## src/design/dap_pkg.sv

```systemverilog
`timescale 1ns / 1ps

package dap_pkg;

    // Field and datapath widths.
    localparam int VAL_W  = 13;   // Q0.12 gains, pan and base volume
    localparam int POS_W  = 16;   // Q8.8 signed coordinates
    localparam int MAG_W  = 17;   // magnitude of a coordinate, up to 32768
    localparam int SUM_W  = 32;   // sum of three squares, below 2^32
    localparam int ROOT_W = 16;   // floor of its square root, Q8.8

    // Gain curve, Q0.12 and Q8.8.
    localparam logic [VAL_W-1:0]  VOL_ONE    = 13'd4096;
    localparam logic [VAL_W-1:0]  VOL_HALF   = 13'd2048;
    localparam logic [VAL_W-1:0]  GAIN_FLOOR = 13'd1434;
    localparam logic [VAL_W-1:0]  GAIN_DROP  = 13'd2662;
    localparam logic [ROOT_W-1:0] DIST_NEAR  = 16'd1536;
    localparam logic [ROOT_W-1:0] DIST_FAR   = 16'd7680;
    localparam logic [VAL_W-1:0]  SPAN_HALF  = 13'd3072;

    // Pan curve.
    localparam logic [VAL_W-1:0]  PAN_CENTRE = 13'd2048;
    localparam logic [MAG_W-1:0]  PAN_SAT_X  = 17'd3073;

    // floor(n / 3) == (n * 2731) >> 13 for every n below 8192.
    localparam logic [VAL_W-1:0]  RECIP3     = 13'd2731;
    localparam int                RECIP3_SH  = 13;

endpackage

```

## src/design/distance_attenuation_pan.sv

```systemverilog
`timescale 1ns / 1ps

// Channel   Direction  Handshake              Word
// --------  ---------  ---------------------  -----------------------------
// input     in         in_valid / in_stall    pos_x, pos_y, pos_z (Q8.8)
// output    out        out_valid / out_stall  volume, pan (Q0.12)
// config    in         cfg_wr_en              cfg_wr_data (base volume)
//
// One word enters per cycle while in_stall is low. Each word passes through the
// pipeline: one stage for magnitudes and pan, one for the squares, one for the
// sum, sixteen for the square root (one root bit per stage), two for the gain
// curve and one for the final multiply into the output register.
// Reset clears every valid bit and sets the base volume to full scale.
// The whole pipeline holds while a finished word waits under out_stall; while
// the output register is empty or being taken, a new word is accepted.

module distance_attenuation_pan
    import dap_pkg::*;
(
    input  logic                    clk,
    input  logic                    rst_n,
    input  logic                    cfg_wr_en,
    input  logic [VAL_W-1:0]        cfg_wr_data,
    input  logic                    in_valid,
    output logic                    in_stall,
    input  logic signed [POS_W-1:0] pos_x,
    input  logic signed [POS_W-1:0] pos_y,
    input  logic signed [POS_W-1:0] pos_z,
    output logic                    out_valid,
    input  logic                    out_stall,
    output logic [VAL_W-1:0]        volume,
    output logic [VAL_W-1:0]        pan
);

    // The pipeline moves as one whenever the output register can take a word.
    logic adv;
    assign adv      = !out_valid || !out_stall;
    assign in_stall = !adv;

    // Base volume register; values above full scale saturate.
    logic [VAL_W-1:0] base_volume_reg;
    logic [VAL_W-1:0] base_volume_next;
    assign base_volume_next = (cfg_wr_data > VOL_ONE) ? VOL_ONE : cfg_wr_data;

    always_ff @(posedge clk or negedge rst_n)
    begin
        if (!rst_n)
        begin
            base_volume_reg <= VOL_ONE;
        end
        else if (cfg_wr_en)
        begin
            base_volume_reg <= base_volume_next;
        end
    end

    // Stage 1: coordinate magnitudes and the complete pan.
    function automatic logic [MAG_W-1:0] mag(input logic [POS_W-1:0] v);
        logic [MAG_W-1:0] e;
        e = {v[POS_W-1], v};
        return v[POS_W-1] ? (~e + MAG_W'(1)) : e;
    endfunction

    logic [MAG_W-1:0]   ax, ay, az;
    logic [VAL_W-1:0]   pan_num;
    logic [2*VAL_W-2:0] pan_prod;
    logic [VAL_W-2:0]   pan_mag;
    logic [VAL_W-1:0]   pan1_next;

    assign ax = mag(pos_x);
    assign ay = mag(pos_y);
    assign az = mag(pos_z);

    // Below the saturation point |x| fits in 12 bits, so 2|x|+1 fits in 13.
    assign pan_num  = {ax[VAL_W-2:0], 1'b1};
    assign pan_prod = (2*VAL_W-1)'(pan_num) * (2*VAL_W-1)'(RECIP3);
    assign pan_mag  = (ax >= PAN_SAT_X) ? VOL_HALF[VAL_W-2:0]
                                        : pan_prod[RECIP3_SH +: VAL_W-1];
    assign pan1_next = pos_x[POS_W-1] ? PAN_CENTRE - {1'b0, pan_mag}
                                      : PAN_CENTRE + {1'b0, pan_mag};

    logic             s1_valid_reg;
    logic [MAG_W-1:0] ax1_reg, ay1_reg, az1_reg;
    logic [VAL_W-1:0] pan1_reg;

    // Stage 2: squares.
    logic             s2_valid_reg;
    logic [SUM_W-1:0] sx2_reg, sy2_reg, sz2_reg;
    logic [2*MAG_W-1:0] sx_full, sy_full, sz_full;
    logic [VAL_W-1:0] pan2_reg;

    assign sx_full = ax1_reg * ax1_reg;
    assign sy_full = ay1_reg * ay1_reg;
    assign sz_full = az1_reg * az1_reg;

    // Stage 3: sum of squares, which stays below 2^32.
    logic             s3_valid_reg;
    logic [SUM_W-1:0] sum3_reg;
    logic [VAL_W-1:0] pan3_reg;

    always_ff @(posedge clk or negedge rst_n)
    begin
        if (!rst_n)
        begin
            s1_valid_reg <= 1'b0;
            s2_valid_reg <= 1'b0;
            s3_valid_reg <= 1'b0;
        end
        else if (adv)
        begin
            s1_valid_reg <= in_valid;
            s2_valid_reg <= s1_valid_reg;
            s3_valid_reg <= s2_valid_reg;
        end
    end

    always_ff @(posedge clk)
    begin
        if (adv)
        begin
            ax1_reg  <= ax;
            ay1_reg  <= ay;
            az1_reg  <= az;
            pan1_reg <= pan1_next;
            sx2_reg  <= sx_full[SUM_W-1:0];
            sy2_reg  <= sy_full[SUM_W-1:0];
            sz2_reg  <= sz_full[SUM_W-1:0];
            pan2_reg <= pan1_reg;
            sum3_reg <= sx2_reg + sy2_reg + sz2_reg;
            pan3_reg <= pan2_reg;
        end
    end

    // Distance, carrying the pan alongside.
    logic              root_valid;
    logic [ROOT_W-1:0] root_dist;
    logic [VAL_W-1:0]  root_pan;

    dap_sqrt_pipe u_sqrt (
        .clk       (clk),
        .rst_n     (rst_n),
        .en        (adv),
        .in_valid  (s3_valid_reg),
        .sum       (sum3_reg),
        .tag       (pan3_reg),
        .out_valid (root_valid),
        .root      (root_dist),
        .tag_out   (root_pan)
    );

    // Stage 4: region flags and the numerator 2662 * (d - 1536) + 3072.
    // Between the knees d - 1536 is below 6144 and fits in 13 bits.
    localparam int NUM_W = 24;

    logic [ROOT_W-1:0] dist_off;
    logic [NUM_W-1:0]  num4_next;
    assign dist_off  = root_dist - DIST_NEAR;
    assign num4_next = NUM_W'(dist_off[VAL_W-1:0]) * NUM_W'(GAIN_DROP)
                     + NUM_W'(SPAN_HALF);

    logic             s4_valid_reg;
    logic             near4_reg, far4_reg;
    logic [NUM_W-1:0] num4_reg;
    logic [VAL_W-1:0] pan4_reg;

    // Stage 5: divide by 6144 as a shift by 2048 and a reciprocal for 3.
    logic [VAL_W-1:0]   quo_in;
    logic [2*VAL_W-1:0] quo_prod;
    logic [VAL_W-1:0]   gain5_next;
    assign quo_in   = num4_reg[NUM_W-1 -: VAL_W];
    assign quo_prod = (2*VAL_W)'(quo_in) * (2*VAL_W)'(RECIP3);
    assign gain5_next = near4_reg ? VOL_ONE
                      : far4_reg  ? GAIN_FLOOR
                      : VOL_ONE - quo_prod[RECIP3_SH +: VAL_W];

    logic             s5_valid_reg;
    logic [VAL_W-1:0] gain5_reg;
    logic [VAL_W-1:0] pan5_reg;

    // Output stage: base volume times gain, rounded, clamped to full scale.
    logic [2*VAL_W-1:0] vol_prod;
    logic [VAL_W:0]     vol_raw;
    logic [VAL_W-1:0]   vol_next;
    assign vol_prod = (2*VAL_W)'(base_volume_reg) * (2*VAL_W)'(gain5_reg)
                    + (2*VAL_W)'(VOL_HALF);
    assign vol_raw  = vol_prod[2*VAL_W-1 -: VAL_W+1];
    assign vol_next = (vol_raw > (VAL_W+1)'(VOL_ONE)) ? VOL_ONE : vol_raw[VAL_W-1:0];

    logic             out_valid_reg;
    logic [VAL_W-1:0] volume_reg;
    logic [VAL_W-1:0] pan_reg;

    always_ff @(posedge clk or negedge rst_n)
    begin
        if (!rst_n)
        begin
            s4_valid_reg  <= 1'b0;
            s5_valid_reg  <= 1'b0;
            out_valid_reg <= 1'b0;
        end
        else if (adv)
        begin
            s4_valid_reg  <= root_valid;
            s5_valid_reg  <= s4_valid_reg;
            out_valid_reg <= s5_valid_reg;
        end
    end

    always_ff @(posedge clk)
    begin
        if (adv)
        begin
            near4_reg  <= root_dist <= DIST_NEAR;
            far4_reg   <= root_dist >= DIST_FAR;
            num4_reg   <= num4_next;
            pan4_reg   <= root_pan;
            gain5_reg  <= gain5_next;
            pan5_reg   <= pan4_reg;
            volume_reg <= vol_next;
            pan_reg    <= pan5_reg;
        end
    end

    assign out_valid = out_valid_reg;
    assign volume    = volume_reg;
    assign pan       = pan_reg;

    // The distance gain never exceeds one, so a result never beats the base volume.
    a_vol_le_base: assert property (@(posedge clk) disable iff (!rst_n)
        out_valid |-> volume <= base_volume_reg)
        else $error("volume above base volume");

    a_pan_range: assert property (@(posedge clk) disable iff (!rst_n)
        out_valid |-> pan <= VOL_ONE)
        else $error("pan out of range");

    // A held output freezes the inner stages too.
    a_hold_inner: assert property (@(posedge clk) disable iff (!rst_n)
        !adv |=> $stable(s4_valid_reg) && $stable(gain5_reg) && $stable(root_valid))
        else $error("pipeline moved while output held");

endmodule

```

## src/design/dap_sqrt_pipe.sv

```systemverilog
`timescale 1ns / 1ps

// Integer square root, one result bit per register stage, MSB first.
// The remainder form keeps each stage to one compare and one subtract.
module dap_sqrt_pipe
    import dap_pkg::*;
(
    input  logic              clk,
    input  logic              rst_n,
    input  logic              en,
    input  logic              in_valid,
    input  logic [SUM_W-1:0]  sum,
    input  logic [VAL_W-1:0]  tag,
    output logic              out_valid,
    output logic [ROOT_W-1:0] root,
    output logic [VAL_W-1:0]  tag_out
);

    localparam int TW = SUM_W + 2;

    logic [ROOT_W-1:0] valid_reg;
    logic [SUM_W-1:0]  rem_reg   [ROOT_W];
    logic [ROOT_W-1:0] root_reg  [ROOT_W];
    logic [VAL_W-1:0]  tag_reg   [ROOT_W];

    logic [ROOT_W-1:0] valid_next;
    logic [SUM_W-1:0]  rem_next  [ROOT_W];
    logic [ROOT_W-1:0] root_next [ROOT_W];
    logic [VAL_W-1:0]  tag_next  [ROOT_W];

    for (genvar s = 0; s < ROOT_W; s++) begin : g_stage
        localparam int B = ROOT_W - 1 - s;
        logic              v_in;
        logic [SUM_W-1:0]  rem_in;
        logic [ROOT_W-1:0] root_in;
        logic [VAL_W-1:0]  tag_in;
        logic [TW-1:0]     trial;
        logic              take;

        if (s == 0) begin : g_first
            assign v_in    = in_valid;
            assign rem_in  = sum;
            assign root_in = '0;
            assign tag_in  = tag;
        end
        else begin : g_rest
            assign v_in    = valid_reg[s-1];
            assign rem_in  = rem_reg[s-1];
            assign root_in = root_reg[s-1];
            assign tag_in  = tag_reg[s-1];
        end

        // (root + 2^B)^2 - root^2, with root holding only bits above B.
        assign trial = (TW'(root_in) << (B + 1)) | (TW'(1) << (2 * B));
        assign take  = TW'(rem_in) >= trial;

        assign valid_next[s] = v_in;
        assign rem_next[s]   = take ? rem_in - trial[SUM_W-1:0] : rem_in;
        assign root_next[s]  = take ? root_in | (ROOT_W'(1) << B) : root_in;
        assign tag_next[s]   = tag_in;
    end

    always_ff @(posedge clk or negedge rst_n)
    begin
        if (!rst_n)
        begin
            valid_reg <= '0;
        end
        else if (en)
        begin
            valid_reg <= valid_next;
        end
    end

    always_ff @(posedge clk)
    begin
        if (en)
        begin
            rem_reg  <= rem_next;
            root_reg <= root_next;
            tag_reg  <= tag_next;
        end
    end

    assign out_valid = valid_reg[ROOT_W-1];
    assign root      = root_reg[ROOT_W-1];
    assign tag_out   = tag_reg[ROOT_W-1];

endmodule

```

## config.mk

```make
export PLATFORM = sky130hd
export DESIGN_NAME = distance_attenuation_pan
export DESIGN_NICKNAME = d
export VERILOG_FILES = /design/src/design/dap_pkg.sv /design/src/design/distance_attenuation_pan.sv /design/src/design/dap_sqrt_pipe.sv
export SDC_FILE = /design/constraint.sdc
export NUM_CORES = 2
export LEC_CHECK = 0
export ABC_AREA = 1
export BUFFER_PORTS_ARGS = -buffer_cell sky130_fd_sc_hd__buf_2
export CAP_MARGIN = 10
export CORE_MARGIN = 3
export CORE_UTILIZATION = 45
export CTS_BUF_LIST = sky130_fd_sc_hd__clkbuf_8
export CTS_CLUSTER_DIAMETER = 30
export DETAILED_ROUTE_END_ITERATION = 16
export PLACE_DENSITY = 0.68
export SLEW_MARGIN = 40
export SYNTH_ARGS = -nofsm -noshare
export SYNTH_HDL_FRONTEND = slang
export SYNTH_SLANG_ARGS = --single-unit
```

## constraint.sdc

```tcl
create_clock -name clk -period 44 [get_ports clk]
set_input_delay 2.2 -clock clk [delete_from_list [all_inputs] [get_ports clk]]
set_output_delay 2.2 -clock clk [all_outputs]
set_load 0.02 [all_outputs]
```

* Word-level counts from Yosys, hierarchy flattened
Cells that the tools add are included.
W data, S select, Z words.
** Cells by class
- Bitwise logic cells :: 3
- $mul :: 7
- Add/sub/neg operators :: 26
- Mux-type cells :: 23
- Magnitude comparators :: 21
- Reduce and logical (&&, ||, !) cells :: 5
** Operator list (count)
- $mux W32 :: 15
- $mul A17 B17 Y32 :: 3
- $add A32 B32 Y32 :: 2
- $add A17 B1 Y17 const B :: 3
- $not A17 Y17 :: 3
- $mul A13 B12 Y25 const B :: 2
- $mux W13 :: 3
- $ge A32 B17 Y1 :: 1
- $ge A32 B18 Y1 :: 1
- $ge A32 B19 Y1 :: 1
- $ge A32 B20 Y1 :: 1
- $ge A32 B21 Y1 :: 1
- $ge A32 B22 Y1 :: 1
- $ge A32 B23 Y1 :: 1
- $ge A32 B24 Y1 :: 1
- $ge A32 B25 Y1 :: 1
- $ge A32 B26 Y1 :: 1
- $ge A32 B27 Y1 :: 1
- $ge A32 B28 Y1 :: 1
- $ge A32 B29 Y1 :: 1
- $ge A32 B30 Y1 :: 1
- $ge A32 B31 Y1 :: 1
- $ge A32 B31 Y1 const B :: 1
- $sub A32 B18 Y32 :: 1
- 34 further kinds :: 37
** Word-level totals
- Logic and storage cells :: 176
- Output and inout bits :: 28
- Bits in registers :: 1288
- Bits of input ports :: 66

* Depth between registers and ports, before layout
- Depth after elaboration :: 7
- Depth in mapped cells :: 36
- Depth with buffers taken out :: 36

* Cells and area by module
A second synthesis with hierarchy kept.
** Unflattened totals
- Cell total of the unflattened synthesis :: 9989
- Area total of the unflattened synthesis :: 93769.9 µm²
** By module, submodules not included
- distance_attenuation_pan :: area an instance 53112.2 µm², seq. area each 9335.2 µm², cells each 6012, instances 1
- dap_sqrt_pipe :: area an instance 40657.7 µm², seq. area each 25144.1 µm², cells each 3977, instances 1

* Least setup slack after synthesis
OpenSTA, ideal clock, no wires.
- Path type :: input port to flip-flop
- Start point :: input port out_stall
- End point :: register u_sqrt.valid_reg[11]
- Data arrival time :: 33353 ps
- Data required time :: 42563 ps
- Stages on the path :: 3
- Path buffers :: 1
- Slack :: 9210 ps
- Path through :: nand2_1 -> clkbuf_1 -> o21ai_0
** On the way
- Word-level cells in the longest chain between the ends :: 2
** Ends and longest elaborated chain
- start, declared :: line distance_attenuation_pan.sv:30 : input logic out_stall,
- $logic_not A1 Y1 :: line distance_attenuation_pan.sv:37 : assign adv = !out_valid || !out_stall;
- $logic_or A1 B1 Y1 :: line distance_attenuation_pan.sv:37
- end signal, assigned :: line dap_sqrt_pipe.sv:71 : valid_reg <= valid_next;
- end, declared :: line dap_sqrt_pipe.sv:21 : logic [ROOT_W-1:0] valid_reg;
No other way between the ends.
A chain may end at the register's enable or synchronous reset.

* Worst setup path in the final report
- Start point :: input port pos_x[15]
- End point :: register pan1_reg[11] (data pin)
** RTL lines
- start, declared :: line distance_attenuation_pan.sv:26 : input logic signed [POS_W-1:0] pos_x,
- $mux W17 (*) :: line distance_attenuation_pan.sv:61 : return v[POS_W-1] ? (~e + MAG_W'(1)) : e;
- named net ax[1] :: line distance_attenuation_pan.sv:64 : logic [MAG_W-1:0] ax, ay, az;
- $mul A13 B12 Y25 or $ge A17 B12 Y1 (tied branches) :: line distance_attenuation_pan.sv:76, distance_attenuation_pan.sv:77
- $mux W12 (*) :: line distance_attenuation_pan.sv:77 : assign pan_mag = (ax >= PAN_SAT_X) ? VOL_HALF[VAL_W-2:0]
- $add A12 B12 Y13 or $sub A12 B12 Y13 (tied branches) :: line distance_attenuation_pan.sv:80, distance_attenuation_pan.sv:79
- $mux W13 (*) :: line distance_attenuation_pan.sv:79 : assign pan1_next = pos_x[POS_W-1] ? PAN_CENTRE - {1'b0, pan_mag}
- named net pan1_next[11] :: line distance_attenuation_pan.sv:68 : logic [VAL_W-1:0] pan1_next;
- end signal, assigned :: line distance_attenuation_pan.sv:124 : pan1_reg <= pan1_next;
- end, declared :: line distance_attenuation_pan.sv:84 : logic [VAL_W-1:0] pan1_reg;
Mark *: on every way through the listed nets, which the timed path passes. The rest lies on a longest branch.

==> results.py <==
metrics = {
    "status": {
        "outcome": "finished clean",
    },
    "grt": {
        "gr-usage-all-layers_pct": 18.1,
        "grt_max_degree": 117,
        "overflow": 0,
        "antenna_found_initial": 1,
        "grt_first_pass_wirelength_mm": 305,
        "grt_pass1_vias": 63329,
    },
    "die": {
        "io_pins": 94,
        "num_rows": 162,
        "start_util_pct": 45.6,
        "die_area_um2": 204000,
        "die-height_um": 452,
        "die_w_um": 452,
        "coreArea_um2": 196000,
    },
    "critical_path": {
        "crit_top_cell": "nand2_1",
        "cp_max_fo": 36,
        "crit_path_end_kind": "flip-flop",
        "max_stage_delay_ns": 0.60,
        "cp-start-kind": "primary input",
        "critPathKind": "primary input to flip-flop",
        "crit_slowest_cell": "buf_2",
        "setup.worst_path.start": "pos_x[15]",
        "critPathCapture": "pan1_reg[11]",
        "rr_endpoint": "sy2_reg[31]",
        "r2r_setup_slack_ns": 37.53,
        "timing.rr.start": "ay1_reg[12]",
        "cp.arrival_ns": 8.08,
        "r2r_cells": 21,
        "required_ns": 44.62,
    },
    "worst_hold_path": {
        "holdPathStages": 0,
        "hold_path.class": "flip-flop to flip-flop",
    },
    "cells_and_area": {
        "final_cell_mix": "inv_1, nand2_1, edfxtp_1",
        "final_util_pct": 50.0,
        "largest_reg_flops": 480,
        "area.growth.synth_to_final_pct": 9.76,
        "nets": 10808,
        "layout-drive-gt1-share_pct": 6.46,
        "final_common_cell": "inv_1",
        "final_area_um2": 98100,
    },
    "synth": {
        "syn_avg_cell_area_um2": 10.1,
        "async_reset_ff_share_pct": 3.03,
        "syn_area_um2": 89400,
        "synth_edf_count": 1119,
        "synthTopCellsByArea": "edfxtp_1, fa_1, ha_1, inv_1, nand2_1",
        "synth_cell_types": 72,
        "synth_top_area_cell": "edfxtp_1",
        "ys_ff_latch": 1154,
        "ys_seq_area_share_pct": 38.6,
        "ys.flop_type": "edfxtp_1",
        "synth_top_cell_area_share_pct": 37.6,
        "ys.warnings.count": 0,
        "synth_cells": 8878,
    },
    "timing": {
        "hold_violations": 0,
        "finalClockSkew_ns": 0.0720,
        "rsz0062_at_grt": "false",
        "fin_crit_sh_pct": 17.0,
        "relSlewSlack_pct": 42.6,
        "maxSlewViolCount": 0,
        "fmax_mhz": 134,
        "period_needed_ns": 7.46,
        "final.setup.tns_ns": 0,
        "tightestPinTransition_ns": 0.862,
        "setup_violations": 0,
    },
    "clock_network": {
        "clk_pin_slew_ns": 0.06,
        "cts_tree": "yes",
        "clk_latency_ns": 0.93,
        "root_buffer": "clkbuf_8",
        "cts_max_path_buffers": 3,
        "numCtsBuffers": 239,
        "postCtsHoldBufs": 0,
        "cts.sinks": 1154,
        "cts_resized": 0,
        "post-cts-setup-buffers": 0,
        "h-tree-depth": 4,
    },
    "routing": {
        "drc": 0,
        "drt_wl_total_mm": 180,
        "vias_per_cell": 4.95,
        "dr_total_vias": 58947,
        "antenna_left": 0,
        "wl_per_cell_um": 15.1,
        "drt_first_pass_iters": 6,
        "drt_iter0_drc": 3123,
    },
    "flow_run": {
        "maxCapViolCount": 0,
    },
    "placement": {
        "hpwl_mm": 142,
        "place_congestion": 0.893,
        "placed_cell_area_um2": 92800,
        "numPortBuffers": 93,
    },
}
==> metal layers <==
layer	global-route usage, %	share of wire, %	vias up
met5	0	0	-
met4	6.60	3.2	0
met3	2.59	3.6	357
met2	33.7	53	1205
met1	21.1	40	28674
li1	-	-	28711
==> through the flow <==
| stage | setup slack (ns) | hold slack, ns | cells |
|---|---|---|---|
| after floorplan | 9.21 | 0.400 | 8883 |
| after global placement | 35.60 | 0.400 | 11452 |
| after detailed placement | 35.61 | 0.405 | 11457 |
| after CTS | 36.60 | 0.356 | 11899 |
| after global routing | 36.03 | 0.369 | 11907 |
| final | 36.54 | 0.379 | 11908 |
==> worst max-delay path: cells and delay by family <==
family / cells / cell delay [ns]
xor gates and xnor gates: 1 / 0.22
adders and majority gates: 6 / 2.74
buffers and inverters: 5 / 1.17
and+or+nand+nor: 13 / 1.70
==> area by class of cell <==
class / count / area, um2
Sequential cell: 1154 / 34500
Tap cell: 2624 / 3280
Antenna cell: 2 / 5.00
Clock inverter: 201 / 1920
Inverter: 2087 / 7840
Clock buffer: 241 / 3320
Timing Repair Buffer: 122 / 832
Fill cell: 17656 / 98100
Multi-Input combinational cell: 5477 / 46400
==> cells by family after synthesis <==
group	count (synthesis)	synth area share, %
flops	1154	38.6
mux	1	0.0126
buf+inv	2252	9.54
fa+ha+maj	1661	30.4
xor+xnor	418	4.13
simple gates	2491	11.8
other cells	1	0.00420
compound gates	900	5.62
==> worst min-delay path by stage <==
stage,start,to,slack (ns)
2_1_floorplan,pan1_reg[0],pan2_reg[0],0.40
3_3_place_gp,u_sqrt.g_stage[8].tag_in[4],u_sqrt.g_stage[9].tag_in[4],0.40
3_5_place_dp,pan1_reg[4],pan2_reg[4],0.40
4_1_cts,u_sqrt.g_stage[8].tag_in[8],u_sqrt.g_stage[9].tag_in[8],0.36
5_1_grt,u_sqrt.g_stage[8].tag_in[8],u_sqrt.g_stage[9].tag_in[8],0.37
6_report,u_sqrt.g_stage[7].tag_in[7],u_sqrt.g_stage[8].tag_in[7],0.38
==> cell usage after synthesis, types with 34 or more instances <==
| master | number |
|---|---|
| a21oi_1 | 406 |
| ha_1 | 814 |
| xnor2_1 | 159 |
| nand2_1 | 1474 |
| dfrtp_1 | 34 |
| nor2_1 | 476 |
| o21ai_0 | 280 |
| edfxtp_1 | 1119 |
| nand3_1 | 192 |
| nor3_1 | 78 |
| xor2_1 | 256 |
| nand4_1 | 77 |
| nor4_1 | 74 |
| clkbuf_1 | 141 |
| inv_1 | 2078 |
| fa_1 | 847 |
Power is left out: the tool's default activity adds up to more than one toggle a clock period on the data nets, which glitch-free logic cannot reach.
